### src/rtl/lzss_pkg.sv
// shared types and constants for the lzss ring decompressor
// no dependencies; imported by every module of the block except lzss_ram
`default_nettype none

package lzss_pkg;

    localparam int RING_DEPTH = 4096;
    localparam int RING_AW    = $clog2(RING_DEPTH);
    localparam int FILL_W     = RING_AW + 1;
    localparam logic [RING_AW-1:0] RING_START = RING_AW'(4078);
    localparam logic [FILL_W-1:0]  FILL_FULL  = FILL_W'(RING_DEPTH);

    localparam int CMDQ_DEPTH = 2;
    localparam int CMDQ_AW    = 1;

    localparam logic [7:0]  FLAG_FILL = 8'hFF;
    localparam int          LEN_W     = 4;
    localparam int          LEFT_W    = 5;
    localparam logic [LEFT_W-1:0] MIN_MATCH_M1 = LEFT_W'(2);

    typedef enum logic [1:0] {
        PH_FLAG,
        PH_ITEM,
        PH_REF2
    } phase_t;

    typedef enum logic [1:0] {
        CMD_LIT,
        CMD_COPY,
        CMD_CLR
    } cmd_kind_t;

    typedef struct packed {
        cmd_kind_t          kind;
        logic [7:0]         data;
        logic [RING_AW-1:0] offset;
        logic [LEN_W-1:0]   len;
        logic               eos;
    } cmd_t;

endpackage

`default_nettype wire

### src/rtl/lzss_front.sv
// byte parser: tracks flag bits and reference halves, issues commands
// depends on lzss_pkg
`default_nettype none

module lzss_front
    import lzss_pkg::*;
(
    input  wire logic       aclk,
    input  wire logic       aresetn,
    input  wire logic [7:0] s_comp_byte,
    input  wire logic       s_end_of_stream,
    input  wire logic       s_valid,
    output      logic       s_ready,
    input  wire logic       q_full,
    output      logic       push,
    output      cmd_t       push_cmd
);

    phase_t      phase_reg, phase_next;
    logic [15:0] ctrl_reg, ctrl_next;
    logic [7:0]  off_lo_reg, off_lo_next;
    logic        accept;
    logic [15:0] ctrl_shift;

    assign s_ready    = !q_full;
    assign accept     = s_valid && s_ready;
    assign ctrl_shift = ctrl_reg >> 1;

    // next state
    always_comb begin
        phase_next  = phase_reg;
        ctrl_next   = ctrl_reg;
        off_lo_next = off_lo_reg;
        if (accept) begin
            case (phase_reg)
                PH_ITEM: begin
                    if (ctrl_reg[0]) begin
                        ctrl_next  = ctrl_shift;
                        phase_next = ctrl_shift[8] ? PH_ITEM : PH_FLAG;
                    end else begin
                        off_lo_next = s_comp_byte;
                        phase_next  = PH_REF2;
                    end
                end
                PH_REF2: begin
                    ctrl_next  = ctrl_shift;
                    phase_next = ctrl_shift[8] ? PH_ITEM : PH_FLAG;
                end
                default: begin
                    ctrl_next  = {FLAG_FILL, s_comp_byte};
                    phase_next = PH_ITEM;
                end
            endcase
            if (s_end_of_stream) begin
                phase_next  = PH_FLAG;
                ctrl_next   = '0;
                off_lo_next = '0;
            end
        end
    end

    // outputs
    always_comb begin
        push            = 1'b0;
        push_cmd.kind   = CMD_CLR;
        push_cmd.data   = s_comp_byte;
        push_cmd.offset = {s_comp_byte[7:4], off_lo_reg};
        push_cmd.len    = s_comp_byte[3:0];
        push_cmd.eos    = s_end_of_stream;
        if (accept) begin
            case (phase_reg)
                PH_ITEM: begin
                    if (ctrl_reg[0]) begin
                        push          = 1'b1;
                        push_cmd.kind = CMD_LIT;
                    end else begin
                        push = s_end_of_stream;
                    end
                end
                PH_REF2: begin
                    push          = 1'b1;
                    push_cmd.kind = CMD_COPY;
                end
                default: begin
                    push = s_end_of_stream;
                end
            endcase
        end
    end

    always_ff @(posedge aclk) begin
        if (!aresetn) begin
            phase_reg  <= PH_FLAG;
            ctrl_reg   <= '0;
            off_lo_reg <= '0;
        end else begin
            phase_reg  <= phase_next;
            ctrl_reg   <= ctrl_next;
            off_lo_reg <= off_lo_next;
        end
    end

endmodule

`default_nettype wire

### config.mk
export PLATFORM = sky130hd
export DESIGN_NAME = lzss_front
export DESIGN_NICKNAME = d
export VERILOG_FILES = /design/src/rtl/lzss_pkg.sv /design/src/rtl/lzss_front.sv
export SDC_FILE = /design/constraint.sdc
export NUM_CORES = 1
export LEC_CHECK = 0
export BUFFER_PORTS_ARGS = -buffer_cell sky130_fd_sc_hd__buf_2
export CAP_MARGIN = 0
export CORE_MARGIN = 3
export CORE_UTILIZATION = 45
export DETAILED_ROUTE_END_ITERATION = 7
export GPL_TIMING_DRIVEN = 1
export HOLD_SLACK_MARGIN = 0.1
export PLACE_DENSITY = 0.69
export SYNTH_ARGS = -nofsm -noshare
export SYNTH_HDL_FRONTEND = slang
export SYNTH_SLANG_ARGS = --single-unit
### constraint.sdc
create_clock -name aclk -period 4.4 [get_ports aclk]
set_input_delay 0.44 -clock aclk [delete_from_list [all_inputs] [get_ports aclk]]
set_output_delay 0.44 -clock aclk [all_outputs]
set_load 0.01 [all_outputs]
# Yosys cells after proc, flatten, opt, wreduce, memory -nomap -nowiden
# Index checks and enable logic that the tools add are counted.
[totals] ff_bits=26 output_inout_bits=29 wordCells=29
[classes] n_eq_ne=4 muxes=16 reduce_logical=5
[op_table] operator="2-to-1 mux 16 bit" count=2
[op_table] operator="one-hot mux 16 bit (2 select lines)" count=1
[op_table] operator="2-to-1 mux 8 bit" count=3
[op_table] operator="2-to-1 mux 2 bit" count=4
[op_table] operator="one-hot mux 2 bit (2 select lines)" count=2
[op_table] operator="2-to-1 mux 1 bit" count=3
[op_table] operator="inequality test 3 bit (second input constant)" count=1
[op_table] operator="AND reduction 3 bit" count=1
[op_table] operator="== test 2 x 1 -> 1 bit (second input constant)" count=1
[op_table] operator="== test 2 bit (second input constant)" count=1
[op_table] operator="inequality test 2 bit (second input constant)" count=1
[op_table] operator="one-hot mux 1 bit (2 select lines)" count=1
[op_table] operator="AND reduction 2 bit" count=1
[op_table] operator="nonzero test 2 bit" count=1
[op_table] operator="logical AND 1 bit" count=1
[op_table] operator="logical NOT 1 bit" count=1

# Longest topological paths before layout
[logic_depth] word_depth=4 mapped_depth=7 ltp_nobuf=6

# Worst setup path before layout
# Ideal clock, no wire load.
[synth_path] kind="register to output" start="register phase_reg[0]" end="output port push" t_arrival_ns=1.405 required_time_ns=3.960 path_slack_ns=2.555 stages_incl_launch_ff=7 n_path_buf=2 path_cell_list="dfxtp_1 -> inv_1 -> ha_1 -> buf_2 -> buf_1 -> o31ai_1 -> a21oi_1"
[synth_between] elab_chain_len=3
[synth_lines] item="start: declaration" line_no="lzss_front.sv:19" rtl="phase_t phase_reg, phase_next;"
[synth_lines] item="start signal: assignment" line_no="lzss_front.sv:97" rtl="phase_reg <= phase_next;"
[synth_lines] item="== test 2 bit / == test 2 x 1 -> 1 bit (equally long branches)" line_no="lzss_front.sv:71" rtl="case (phase_reg)"
[synth_lines] item="one-hot mux 1 bit (2 select lines) (*)" line_no="lzss_front.sv:71"
[synth_lines] item="2-to-1 mux 1 bit (*)" line_no="lzss_front.sv:70" rtl="if (accept) begin"
[synth_lines] item="end: declaration" line_no="lzss_front.sv:15" rtl="output logic push,"
# Mark *: on every way between the ends. The rest lies on a longest branch, timed or not.

# Worst setup path in the final report
# Ends and elaborated chain as after synthesis.

==> implementation parameters <==
Parameter                              Value

Synthesis
  Syn Area/Cell ... roughly 8.8 sq um
  Adder-cell share of the synthesized area ... 2.74%
  Post-synth net total ... roughly 170
  Post-synthesis share of cell area spent on and, or, nand and nor gates ... 14.7%
  Synthesis Warnings ... 0
  Area leader, netlist ... dfxtp_1
  Number of flops mapped to enable cells by yosys ... 0
  XOR/XNOR Fraction of Synth Area ... 0%
  List of most frequent post-synthesis cells ... dfxtp_1 (26), buf_4 (18), a21oi_1 (16)
  Total standard cell area after synthesis ... around 1400 sq um
  Post-synth top area share ... 38.0%
  Share of the synthesized area in compound gates (AO/OA/AOI/OAI) ... about 29%
  Part of the Yosys area used for sequential elements ... between 30% and 40%
  Dominant cell by count in the synthesized netlist ... dfxtp_1
  Top_reg_cell synth ... dfxtp_1
  Syn Inst Count ... 156
  Unique cell type count in the Yosys netlist ... 32
  Number of flip-flops and latches in the synthesized netlist ... 26
  Dominant cells by area after synthesis ... dfxtp_1 (38%), buf_4 (9.9%), nor2b_1 (5.9%)
  Portion of netlist area occupied by mux cells ... 0%
  Largest family of logic cells by synthesized area ... compound AO/OA/AOI/OAI gates
  Post-synth ARST share ... 0%

Run status
  Run status ... completed

Setup path
  Highest fanout seen on the critical path ... 27
  Worst EP required ... approximately 4.0 ns
  Arrival time at the worst endpoint ... ~2.1 ns
  Register-to-register setup slack ... about 2.5 ns
  Kind of capture point of the worst setup path ... output port
  Worst setup path endpoint ... push
  Cell class contributing the biggest share of worst-path delay ... adder cells
  R2R cell count ... 5
  Critical path buffer and inverter count ... 2
  Number of cells on the critical path ... 5
  CP Launch Point ... phase_reg[0]$_SDFFE_PN0P_
  Startpoint kind of the worst setup timing path ... register
  Cell with the largest stage delay on the worst path ... ha_1
  FF-to-FF Start ... phase_reg[0]$_SDFFE_PN0P_
  Crit path kind ... reg -> out
  Series of cell instances along the critical path ... inv_1 -> ha_1 -> o31ai_1 -> a21oi_1 -> buf_2
  Crit Reg-Reg Endpoint ... ctrl_reg[8]$_SDFFE_PN0P_
  Worst path max stage delay ... 0.79 ns

Global routing
  Maximum number of pins on one net before global-route repair ... 28
  Antenna violations before repair ... 0
  Tot GR Track Use ... between 10% and 20%
  Residual overflow from global routing ... 0
  First-pass GRT wire length ... 4370 um
  Via count of the first global-routing pass ... 995

STA
  Number of hold violations in the final report ... 0
  Final setup viols ... 0
  Total Negative Setup Slacks ... 0 ns
  Post-layout worst setup margin ... 1.88 ns
  RSZ-0062 raised after global routing ... false
  Normalized max-slew margin ... 48.5%
  Final worst-path cycle share ... 57.2%
  Worst setup skew after layout ... between 0.001 and 0.0015 ns
  Final max-slew violation count ... 0
  Fmax ... between 300 and 400 MHz
  Crit path time final ... roughly 2.5 ns
  Slew at the pin closest to its max-slew limit ... approximately 0.77 ns

Floorplanning
  Initial Util ... between 40% and 50%
  Total die area ... ~3700 sq um
  Vert. Die Dim ... roughly 61 um
  Core region area ... about 2800 sq um
  Horizontal die dimension ... approximately 61 um
  Number of standard-cell rows in the floorplan ... 19
  I/O pin cnt ... 42

Detailed routing
  WL final ... ~2700 um
  Post-DRT Antenna Nets ... 0
  Vias per inst ... roughly 5.4
  First DRT Iteration DRCs ... between 40 and 50
  Initial DRT Pass Iterations ... 4
  DRC errors left ... 0
  Average wire per standard cell ... between 10 and 15 um
  Via count ... 1119

Placement
  Half-perimeter wire length after placement ... 1970 um
  RD Place Congestion ... between 0.7 and 0.8
  Setup WS pre-CTS ... 2.27 ns
  Placed instance count ... 202
  Port Buffers ... ~40

Clocking
  Number of buffers added to fix hold violations after cts ... 0
  Num CTS Buffers ... 3
  Total number of H-tree levels ... 1
  Clock buffer depth ... 2
  Clock tree from TritonCTS ... done
  Root buf cell ... clkbuf_4
  Clock edge transition at the registers on the reported setup and hold paths ... 0.13 ns
  Post_cts resized ... 0
  Sinks on Clock Net ... 26
  Post-CTS setup buffers ... 0
  Clock insertion delay at the later pin of the skew report ... around 0.31 ns

Pwr
  Power density of the placed cells ... ~290 nW/um^2
  Worst supply voltage drop on vdd ... ~0.12 mV
  Leakage power of the design ... ~0.67 nW

Flow run
  Max-capacitance violation count ... 0

Finish
  Area growth from synthesis to layout ... 8.04%
  Layout cells sized above 1 ... between 20 and 30%
  Max FFs per register ... 16
  Non-Filler Instances ... 206
  Number of nets in the layout ... ~190
  Total inserted antenna cells ... 0

Min path
  HP Class ... in -> reg
## report_power, final
group	switching, W	internal (W)	total (W)
registers	0.00000442	0.000243	0.000248
logic	0.0000390	0.0000279	0.0000670
clock network	0.0000680	0.0000506	0.000119
## stage by stage
stage / util [%] / power (W) / instance area, sq um / hold WS [ns]
after floorplan: - / 0.000306 / 1370 / 0.424
final: 52.3 / 0.000433 / 1480 / 0.424
after global routing: 52.3 / 0.000460 / 1480 / 0.419
after CTS: 52.3 / 0.000438 / 1480 / 0.418
after detailed placement: 51.0 / 0.000320 / 1440 / 0.442
after global placement: 51.0 / 0.000318 / 1440 / 0.438
## area by class of cell
| class | instances | area [sq um] |
|---|---|---|
| fill | 277 | 1350 |
| sequential | 26 | 520 |
| multi-input combinational | 93 | 637 |
| timing repair buffer | 41 | 205 |
| inverter | 11 | 41.3 |
| clock buffer | 4 | 36.3 |
| tap | 31 | 38.8 |
## worst min-delay path: cells and delay by family
| kind | cells | cell delay, ns |
|---|---|---|
| buf+inv | 1 | 0.10 |
| compound gates | 1 | 0.07 |
| simple gates | 1 | 0.10 |
## cell families after synthesis
family / after synthesis
compound gates: 56
buf+inv: 37
flops: 26
fa+ha+maj: 3
simple gates: 34
## layout by cell type, fill, tap and decap left out
cell / n
a21boi_1: 7
a22oi_1: 9
inv_1: 11
o21bai_1: 1
o211a_1: 1
a21oi_1: 16
o31ai_1: 1
nor2_1: 3
nand2b_4: 1
nor2b_1: 13
o21ai_0: 2
o2bb2ai_1: 6
nor4_1: 1
clkbuf_4: 3
nor3b_4: 1
nand2_2: 1
o221a_2: 1
dfxtp_1: 26
o21a_1: 1
and3_1: 1
a21o_1: 1
a22o_1: 1
and2_1: 3
o21ai_1: 1
o21ai_2: 1
nand3_1: 1
clkbuf_8: 1
nand2_1: 9
ha_1: 3
buf_2: 41
a211o_1: 7
## metal layers
layer  track usage (%)  share of wire [%]
met2              24.2                 48
met5                 0                  0
met1              19.8                 47
met4              7.43                1.1
met3              3.35                4.3
## worst min path at each step
stage / from / endpoint / slack (ns) / cells after the start
finish: s_comp_byte[2] / off_lo_reg[2]$_SDFFE_PN0P_ / 0.42 / 3
global route: s_comp_byte[4] / off_lo_reg[4]$_SDFFE_PN0P_ / 0.42 / 3
CTS: s_comp_byte[7] / off_lo_reg[7]$_SDFFE_PN0P_ / 0.42 / 3
detailed placement: ctrl_reg[1]$_SDFFE_PN0P_ / ctrl_reg[1]$_SDFFE_PN0P_ / 0.44 / 2
global placement: ctrl_reg[7]$_SDFFE_PN0P_ / ctrl_reg[7]$_SDFFE_PN0P_ / 0.44 / 2
floorplan: ctrl_reg[9]$_SDFFE_PN0P_ / ctrl_reg[9]$_SDFFE_PN0P_ / 0.42 / 1
(Power assumes the default switching activity.)
