===== config.mk =====
export PLATFORM = sky130hd
export DESIGN_NAME = lzss_cmd_q
export DESIGN_NICKNAME = d
export VERILOG_FILES = /design/src/rtl/lzss_pkg.sv /design/src/rtl/lzss_cmd_q.sv
export SDC_FILE = /design/constraint.sdc
export NUM_CORES = 1
export LEC_CHECK = 0
export ABC_AREA = 1
export BUFFER_PORTS_ARGS = -buffer_cell sky130_fd_sc_hd__buf_2
export CORE_UTILIZATION = 45
export DETAILED_ROUTE_END_ITERATION = 8
export PLACE_DENSITY = 0.7
export SLEW_MARGIN = 20
export SYNTH_ARGS = -nofsm -noshare
export SYNTH_HDL_FRONTEND = slang
export SYNTH_SLANG_ARGS = --single-unit

===== constraint.sdc =====
create_clock -name aclk -period 5.21 [get_ports aclk]
set_input_delay 0.2605 -clock aclk [delete_from_list [all_inputs] [get_ports aclk]]
set_output_delay 0.2605 -clock aclk [all_outputs]
set_load 0.03 [all_outputs]

===== src/rtl/lzss_pkg.sv =====
// shared types and constants for the lzss ring decompressor
// no dependencies; imported by every module of the block except lzss_ram
`default_nettype none

package lzss_pkg;

    localparam int RING_DEPTH = 4096;
    localparam int RING_AW    = $clog2(RING_DEPTH);
    localparam int FILL_W     = RING_AW + 1;
    localparam logic [RING_AW-1:0] RING_START = RING_AW'(4078);
    localparam logic [FILL_W-1:0]  FILL_FULL  = FILL_W'(RING_DEPTH);

    localparam int CMDQ_DEPTH = 2;
    localparam int CMDQ_AW    = 1;

    localparam logic [7:0]  FLAG_FILL = 8'hFF;
    localparam int          LEN_W     = 4;
    localparam int          LEFT_W    = 5;
    localparam logic [LEFT_W-1:0] MIN_MATCH_M1 = LEFT_W'(2);

    typedef enum logic [1:0] {
        PH_FLAG,
        PH_ITEM,
        PH_REF2
    } phase_t;

    typedef enum logic [1:0] {
        CMD_LIT,
        CMD_COPY,
        CMD_CLR
    } cmd_kind_t;

    typedef struct packed {
        cmd_kind_t          kind;
        logic [7:0]         data;
        logic [RING_AW-1:0] offset;
        logic [LEN_W-1:0]   len;
        logic               eos;
    } cmd_t;

endpackage

`default_nettype wire


===== src/rtl/lzss_cmd_q.sv =====
// two-entry command queue between the parser and the copy engine
// depends on lzss_pkg
`default_nettype none

module lzss_cmd_q
    import lzss_pkg::*;
(
    input  wire logic aclk,
    input  wire logic aresetn,
    input  wire logic push,
    input  wire cmd_t push_cmd,
    output      logic full,
    input  wire logic pop,
    output      cmd_t head_cmd,
    output      logic empty
);

    cmd_t               slot_reg [CMDQ_DEPTH];
    logic [CMDQ_AW-1:0] wptr_reg, wptr_next;
    logic [CMDQ_AW-1:0] rptr_reg, rptr_next;
    logic [CMDQ_AW:0]   count_reg, count_next;

    assign full     = (count_reg == (CMDQ_AW+1)'(CMDQ_DEPTH));
    assign empty    = (count_reg == '0);
    assign head_cmd = slot_reg[rptr_reg];

    always_comb begin
        wptr_next  = push ? wptr_reg + 1'b1 : wptr_reg;
        rptr_next  = pop ? rptr_reg + 1'b1 : rptr_reg;
        count_next = count_reg + (CMDQ_AW+1)'(push) - (CMDQ_AW+1)'(pop);
    end

    always_ff @(posedge aclk) begin
        if (!aresetn) begin
            wptr_reg  <= '0;
            rptr_reg  <= '0;
            count_reg <= '0;
        end else begin
            wptr_reg  <= wptr_next;
            rptr_reg  <= rptr_next;
            count_reg <= count_next;
        end
    end

    always_ff @(posedge aclk) begin
        if (push) begin
            slot_reg[wptr_reg] <= push_cmd;
        end
    end

endmodule

`default_nettype wire


## After elaboration in Yosys (flattened, before gate mapping)

Memory sizes are Yosys's and may differ from the RTL's. A register that Yosys moved wholly into a read port is not among the register bits.
Index checks and enable logic that the tools add are counted.

| word-level totals | value |
|---|---|
| bits in registers | 4 |
| memory bits (writable) | 54 |
| bits of input ports | 31 |
| output and inout port bits | 29 |
| logic and storage cells | 14 |
| memories kept | 1 |

| operators by class | value |
|---|---|
| add/sub/neg operators | 4 |
| equality and inequality tests | 1 |
| muxes and demuxes | 4 |
| reductions and logical operators | 1 |

Memories:

| name | words | width | read ports | clocked after Yosys merged registers in | wr ports | RTL line | RTL |
|---|---|---|---|---|---|---|---|
| slot_reg | 2 | 27 | 1 | 1 | 1 | lzss_cmd_q.sv:18 | `cmd_t slot_reg [CMDQ_DEPTH];` |

Operators by type and width:

| kind | count |
|---|---|
| $mux 1 | 4 |
| $add 1x1->1 const B | 2 |
| $add 2x1->2 | 1 |
| $eq 2x2->1 const B | 1 |
| $logic_not 2->1 | 1 |
| $sub 2x1->2 | 1 |

## Depth between registers and ports, before layout

Gate-level depths: netlist of the first run.

| depth | value |
|---|---|
| depth after elaboration | 3 |
| depth in mapped cells | 9 |
| gate-level depth less buffers | 9 |

## Least setup slack after synthesis of the first run

Ideal clock, no wire load.

| timing | value |
|---|---|
| path kind | register to register |
| from | register wptr_reg |
| to | memory slot_reg[0][0] (netlist name), enable pin |
| library setup time | 0.411 ns |
| arrival | 1.471 ns |
| data required time | 4.799 ns |
| slack | 3.328 ns |
| stages on the path, launching flop included | 2 |
| buffers on the path | 0 |
| clock period less this slack | 1.882 ns |
| path through | dfxtp_1 -> nor2_1 |

RTL lines:

| item | RTL line | RTL |
|---|---|---|
| start: declaration | lzss_cmd_q.sv:19 | `logic [CMDQ_AW-1:0] wptr_reg, wptr_next;` |
| start signal: assignment | lzss_cmd_q.sv:39 | `wptr_reg <= wptr_next;` |
| end: declaration | lzss_cmd_q.sv:18 |  |

No word-level cell before the write port.

==> results of run 1 <==
==> critical path: stages (launching register included) <==
cell and delay, ns:
dfxtp_2 0.88, mux2_2 0.42, buf_2 0.18
==> area by class of cell <==
| class | count | share of cell area |
|---|---|---|
| timing repair buffer | 60 | 0.109 |
| multi-input combinational | 48 | 0.172 |
| clock inverter | 4 | 0.0152 |
| tap | 67 | 0.0300 |
| inverter | 7 | 0.00942 |
| sequential | 59 | 0.617 |
| clock buffer | 11 | 0.0471 |
==> cells in the mapped netlist, drive strengths merged <==
cell / number
edfxtp: 54
mux2: 27
nor2: 9
nand2: 8
inv: 7
dfxtp: 5
buf: 3
ha: 2
a21oi: 1
nand3: 1
==> stage by stage <==
| step | setup slack, ns | util | hold slack, ns |
|---|---|---|---|
| 3_3_place_gp | 3.50 | 0.547 | 0.448 |
| 6_report | 3.16 | 0.583 | 0.126 |
| 5_1_grt | 3.06 | 0.583 | 0.0997 |
| 2_1_floorplan | 3.33 | - | 0.354 |
| 4_1_cts | 3.10 | 0.583 | 0.0988 |
| 3_5_place_dp | 3.46 | 0.547 | 0.452 |
==> cells by family (layout without fill, tap and decap cells) <==
kind of cell,Yosys count,after routing,share of synthesized area
DFF,59,59,0.756
and+or+nand+nor,18,18,0.0302
buffers and inverters,10,82,0.0341
adders and majority gates,2,2,0.0110
AOI/OAI and AO/OA,1,1,0.00220
muxes,27,27,0.166
==> layer usage <==
metal / up-vias / share of wire / global-route usage
met5: - / 0 / 0
met4: 0 / 0.0071 / 0.0784
met3: 2 / 0.074 / 0.0718
met2: 52 / 0.51 / 0.246
met1: 574 / 0.41 / 0.157
li1: 566 / - / -
==> cells in the final DEF (no fill, tap or decap) <==
master and instances:
ha_1 2, nor2_2 1, edfxtp_1 54, buf_2 59, inv_1 6, buf_4 1, dfxtp_2 1, dfxtp_1 4
nand2_1 8, a21oi_1 1, mux2_2 7, clkbuf_1 2, nand3_1 1, mux2_4 20, clkinv_1 3, clkinv_2 1
nor2_1 8, clkbuf_8 9, bufinv_16 1
==> report_power, final <==
group,internal (mW),switching [mW],leakage (nW)
clock,0.214,0.156,0.0882
sequential,0.547,0.0160,0.549
combinational,0.0564,0.0837,0.503
total,0.818,0.256,1.14
==> how the worst min path moves through the flow <==
| stage | from | endpoint | slack, ns | cells past startpoint |
|---|---|---|---|---|
| CTS | push_cmd[14] | slot_reg[0][14] | 0.1 | 1 |
| global route | push_cmd[2] | slot_reg[1][2] | 0.1 | 1 |
| floorplan | aresetn | count_reg[0] | 0.35 | 2 |
| finish | push_cmd[14] | slot_reg[0][14] | 0.13 | 1 |
| global placement | push_cmd[18] | slot_reg[1][18] | 0.45 | 1 |
| detailed placement | push_cmd[25] | slot_reg[1][25] | 0.45 | 1 |
==> key figures, run 1 <==
Status
  • Outcome: complete, no violations

Clock tree
  • Clock sinks: 59
  • Number of buffers inserted during clock tree synthesis: 9
  • Latest clock arrival within the worst-skew pair: 0.32 ns
  • # Post-CTS Setup Buffers: 0
  • Clk buf depth: 2
  • Hold buffers post-CTS: 0
  • Resized Gates After CTS: 0
  • CTS tree: yes
  • Clock-pin slew on the worst setup and hold paths: 0.06 ns
  • CTS root buffer: clkbuf_8
  • H-tree levels: 3

Routing
  • Initial DRC Count: 52
  • Via count: 1194
  • Drt pass-1 iters: 4
  • Drt drc: 0
  • Vias per Instance: 4.66
  • Avg WL per Cell: 14.3 µm
  • DRT antenna net count: 0
  • Routed wire length: 3670 µm

Global routing
  • Initial antenna violation count: 0
  • Total grt overflow: 0
  • First-pass GRT wire length: 5400 µm
  • Vias in the first global route: 1215
  • Largest net degree at the start of global routing: 28
  • Total GRT Usage: 0.149

Die
  • Std cell rows: 25
  • Num ports: 60
  • Die H: 73.1 µm
  • Core Footprint: 4790 µm²
  • Initial core utilization: 0.476
  • Die Wd: 73.1 µm
  • Die area: 5350 µm²

Critical path
  • Critical Path RT: 4.95 ns
  • Worst setup path endpoint: head_cmd[15]
  • Worst Path Arrival: 1.79 ns
  • CP Capture Type: primary output
  • Worst setup SP type: flip-flop
  • Reg2Reg Depth: 2
  • Setup CP Type: flip-flop to primary output
  • RR Endpoint: slot_reg[1][6]
  • Flop2flop setup slack: 3.47 ns
  • Worst reg2reg startpoint: wptr_reg
  • CP Max Fanout: 27

Power
  • Lkg Pwr: 1.14 nW
  • Power density cells: 385 nW/µm²
  • VDD IR-drop max: 0.160 mV
  • Total power: 1.07 mW

Placed design
  • Dpl hpwl: 2450 µm
  • Placer Congestion: 0.601
  • Placement Cell Area: 2620 µm²
  • Number of port buffers: 59
  • DP Cell Count: 241

STA
  • RSZ-0062 raised after global routing: no
  • Final Max Slew Viols: 0
  • Setup_tns: 0 ns
  • Max-slew headroom: 0.345
  • Fmax: 0.487 GHz
  • # setup viols final: 0
  • Least-Margin Pin Slew: 0.976 ns
  • Minimum clock period: 2.05 ns
  • Final Cycle Share: 0.394
  • Final hold viol count: 0
  • Clock Skews: 0.00879 ns

Synth
  • Synthesized netlist cell count: 117
  • Post-synth cell types: 12
  • Net Count, Synth: 150
  • Sequential share of the synthesized area: 0.756
  • Synthesized cell area: 2280 µm²
  • Yosys top cell by area: edfxtp_1
  • Largest cells by area after synthesis: edfxtp_1 (71%), mux2_4 (13%), dfxtp_1 (4.4%), mux2_2 (3.5%), buf_12 (1.8%)
  • Top cell type's share of synthesized area: 0.712
  • #FFs+latches synth: 59
  • Yosys warning count: 0
  • Mean Syn Cell Area: 19.5 µm²

Final layout
  • Filler cell count: 380
  • Number of flip-flops in the largest register: 54
  • Layout Cells excl Fill: 256
  • Final #Nets: 218
  • Area of the multi-input gates: 480 µm²
  • Design area: 2790 µm²
  • Ant diodes: 0
  • Syn-to-layout area delta: 22.5%
  • Share of cells above drive strength 1: 0.529
  • Register area: 1720 µm²

Hold path
  • Hold Path Class: input port to flip-flop

Flow run
  • Max Cap Viol: 0
No activity file was read; power rests on OpenSTA's default activity.
==> inputs of run 2 (changes only) <==
ABC_AREA = 0   (was 1)
PLACE_DENSITY = 0.73   (was 0.7)
clock period = 1.65 ns   (was 5.21 ns; I/O delays follow)
==> key figures, run 2 <==
Flow run
  • Max Cap Viol: 0 (unchanged)

Routing
  • Vias per Instance: 4.51 (was 4.66)
  • Routed wire length: 3940 µm (was 3670 µm)
  • Drt drc: 0 (unchanged)
  • Initial DRC Count: 56 (was 52)
  • Avg WL per Cell: 14.2 µm (was 14.3 µm)
  • Via count: 1249 (was 1194)
  • Drt pass-1 iters: 4 (unchanged)
  • DRT antenna net count: 0 (unchanged)

Final layout
  • Area of the multi-input gates: 499 µm² (was 480 µm²)
  • Final #Nets: 238 (was 218)
  • Ant diodes: 0 (unchanged)
  • Syn-to-layout area delta: 36.2% (was 22.5%)
  • Register area: 1720 µm² (unchanged)
  • Filler cell count: 353 (was 380)
  • Commonest non-fill, non-tap cell in the layout: buf_2 (unchanged)
  • Most frequent cells in the layout: buf_2 (59), edfxtp_1 (54), dlygate4sd3_1 (27), mux2_4 (20), clkbuf_8 (9) (was buf_2 (59), edfxtp_1 (54), mux2_4 (20), clkbuf_8 (9))
  • Share of cells above drive strength 1: 0.495 (was 0.529)
  • Number of flip-flops in the largest register: 54 (unchanged)
  • Layout Cells excl Fill: 277 (was 256)

Hold path
  • Hold Path Class: input port to flip-flop (unchanged)
  • Worst hold stages: 2 (was 1)

Critical path
  • Worst path cell trace: buf_4 > mux2_2 > buf_2 (was mux2_2 > buf_2)
  • CP Max Fanout: 13 (was 27)
  • Critical Path RT: 1.57 ns (was 4.95 ns)
  • Slowest cell on crit path: mux2_2 (was dfxtp_2)
  • Setup CP Type: flip-flop to primary output (unchanged)
  • Reg2Reg Depth: 6 (was 2)
  • Max stage delay on crit path: 0.37 ns (was 0.88 ns)
  • CP Capture Type: primary output (unchanged)
  • Worst setup SP type: flip-flop (unchanged)
  • Worst Path Arrival: 1.42 ns (was 1.79 ns)

Power
  • Lkg Pwr: 1.25 nW (was 1.14 nW)
  • VDD IR-drop max: 1.08 mV (was 0.160 mV)
  • Power density cells: 1140 nW/µm² (was 385 nW/µm²)

Status
  • Outcome: complete, no violations (unchanged)

STA
  • Final Cycle Share: 0.912
  • Fmax: 0.665 GHz
  • Final Max Slew Viols: 0 (unchanged)
  • Clock Skews: 0.00655 ns (was 0.00879 ns)
  • Max-slew headroom: 0.830 (was 0.345)
  • Minimum clock period: 1.50 ns
  • Final hold viol count: 0 (unchanged)
  • RSZ-0062 raised after global routing: no (unchanged)
  • Least-Margin Pin Slew: 0.255 ns (was 0.976 ns)
  • Setup_tns: 0 ns (unchanged)
  • # setup viols final: 0 (unchanged)

Global routing
  • Total grt overflow: 0 (unchanged)
  • Largest net degree at the start of global routing: 16 (was 28)
  • Vias in the first global route: 1392 (was 1215)
  • Total GRT Usage: 0.167 (was 0.149)
  • Initial antenna violation count: 0 (unchanged)
  • First-pass GRT wire length: 6130 µm (was 5400 µm)

Clock tree
  • H-tree levels: 3 (unchanged)
  • CTS root buffer: clkbuf_8 (unchanged)
  • Latest clock arrival within the worst-skew pair: 0.32 ns (about the same)
  • CTS tree: yes (unchanged)
  • # Post-CTS Setup Buffers: 0 (unchanged)
  • Number of buffers inserted during clock tree synthesis: 9 (unchanged)
  • Clk buf depth: 2 (unchanged)
  • Resized Gates After CTS: 0 (unchanged)
  • Clock sinks: 59 (unchanged)
  • Clock-pin slew on the worst setup and hold paths: 0.06 ns (about the same)

Synth
  • Synth async-reset ratio: 0 (unchanged)
  • Synthesized netlist cell count: 105 (was 117)
  • Top cell type's share of synthesized area: 0.712 (unchanged)
  • Most used DFF post-synth: edfxtp_1 (unchanged)
  • Yosys top cell by area: edfxtp_1 (unchanged)
  • Sequential share of the synthesized area: 0.756 (unchanged)
  • Post-synth cell types: 14 (was 12)
  • #FFs+latches synth: 59 (unchanged)
  • Mean Syn Cell Area: 21.7 µm² (was 19.5 µm²)
  • Commonest cells in the netlist: edfxtp_1 (54), mux2_4 (20), mux2_2 (7), dfxtp_1 (5) (was edfxtp_1 (54), mux2_4 (20), nor2_1 (9), nand2_1 (8))
  • Post-synth EDFFs: 54 (unchanged)
  • Net Count, Synth: 138 (was 150)
  • Largest cells by area after synthesis: edfxtp_1 (71%), mux2_4 (13%), dfxtp_1 (4.4%), mux2_2 (3.5%), buf_12 (1.8%) (unchanged)
  • Synthesized cell area: 2280 µm² (unchanged)
  • Yosys warning count: 0 (unchanged)
  • Most numerous cell in the Yosys netlist: edfxtp_1 (unchanged)

Die
  • Num ports: 60 (unchanged)
  • Die area: 5350 µm² (unchanged)
  • Core Footprint: 4790 µm² (unchanged)
  • Initial core utilization: 0.476 (unchanged)
  • Die H: 73.1 µm (unchanged)
  • Die Wd: 73.1 µm (unchanged)
  • Std cell rows: 25 (unchanged)

Placed design
  • DP Cell Count: 234 (was 241)
  • Dpl hpwl: 2660 µm (was 2450 µm)
  • Placer Congestion: 0.650 (was 0.601)
  • Number of port buffers: 59 (unchanged)
[run 2: final cells by class]
cell class / instances / area share
Inverter: 2 / 0.00242
Timing Repair Buffer: 92 / 0.197
Tap cell: 67 / 0.0270
Sequential cell: 59 / 0.556
Clock inverter: 4 / 0.0133
Clock buffer: 12 / 0.0436
Multi-Input combinational cell: 41 / 0.161
[run 2: cell families (layout without fill, tap and decap cells)]
logic type	count (synthesis)	count (layout)	synth area share
AOI/OAI and AO/OA	1	1	0.00330
DFF	59	59	0.756
and+or+nand+nor	9	9	0.0236
adders and majority gates	2	2	0.0110
buffers and inverters	5	110	0.0258
muxes	27	27	0.166
xor gates and xnor gates	2	2	0.0137
[run 2: final timing paths]
check                     from           end  slack [ns]
setup / recovery     flip-flop  head_cmd[24]        0.15
hold / removal         aresetn      wptr_reg        0.02
setup reg to reg  count_reg[0]  count_reg[1]        0.33
hold reg to reg       rptr_reg     flip-flop        0.58
[run 2: power breakdown]
part	total, mW	internal [mW]	leakage, nW	switching, mW
clock network	1.17	0.684	0.0871	0.489
logic	0.605	0.274	0.619	0.332
registers	1.76	1.73	0.549	0.0306
[run 2: per-layer routing]
layer / vias to the layer above / routed length (µm) / track usage
met4: 0 / 40 / 0.0980
met2: 38 / 2200 / 0.305
li1: 604 / - / -
met1: 601 / 1530 / 0.160
met5: - / 0 / 0
met3: 6 / 171 / 0.0580
[run 2: worst max-delay path: cells and delay by family, from the launching register on]
kind / cells / cell delay (ns)
buffers and inverters: 2 / 0.41
multiplexers: 1 / 0.37
flip-flops: 1 / 0.32
[run 2: timing repair]
item / in CTS / in global routing
endpoints found under the setup margin: 0 / 0
endpoints found under the hold margin: 54 / 0
hold buffers: 27 / 0
[run 2: metrics by stage]
stage                     hold WS [ns]  worst slack (ns)  area (µm²)   util  total power [mW]
after detailed placement         0.274             0.327        2650  0.555              2.35
after floorplan                  0.181             0.192        2280      -              2.20
after CTS                      0.00636             0.121        3100  0.648              3.59
final                           0.0242             0.145        3100  0.648              3.54
after global placement           0.269             0.489        2650  0.555              2.32
after global routing           0.00920            0.0882        3100  0.648              3.69
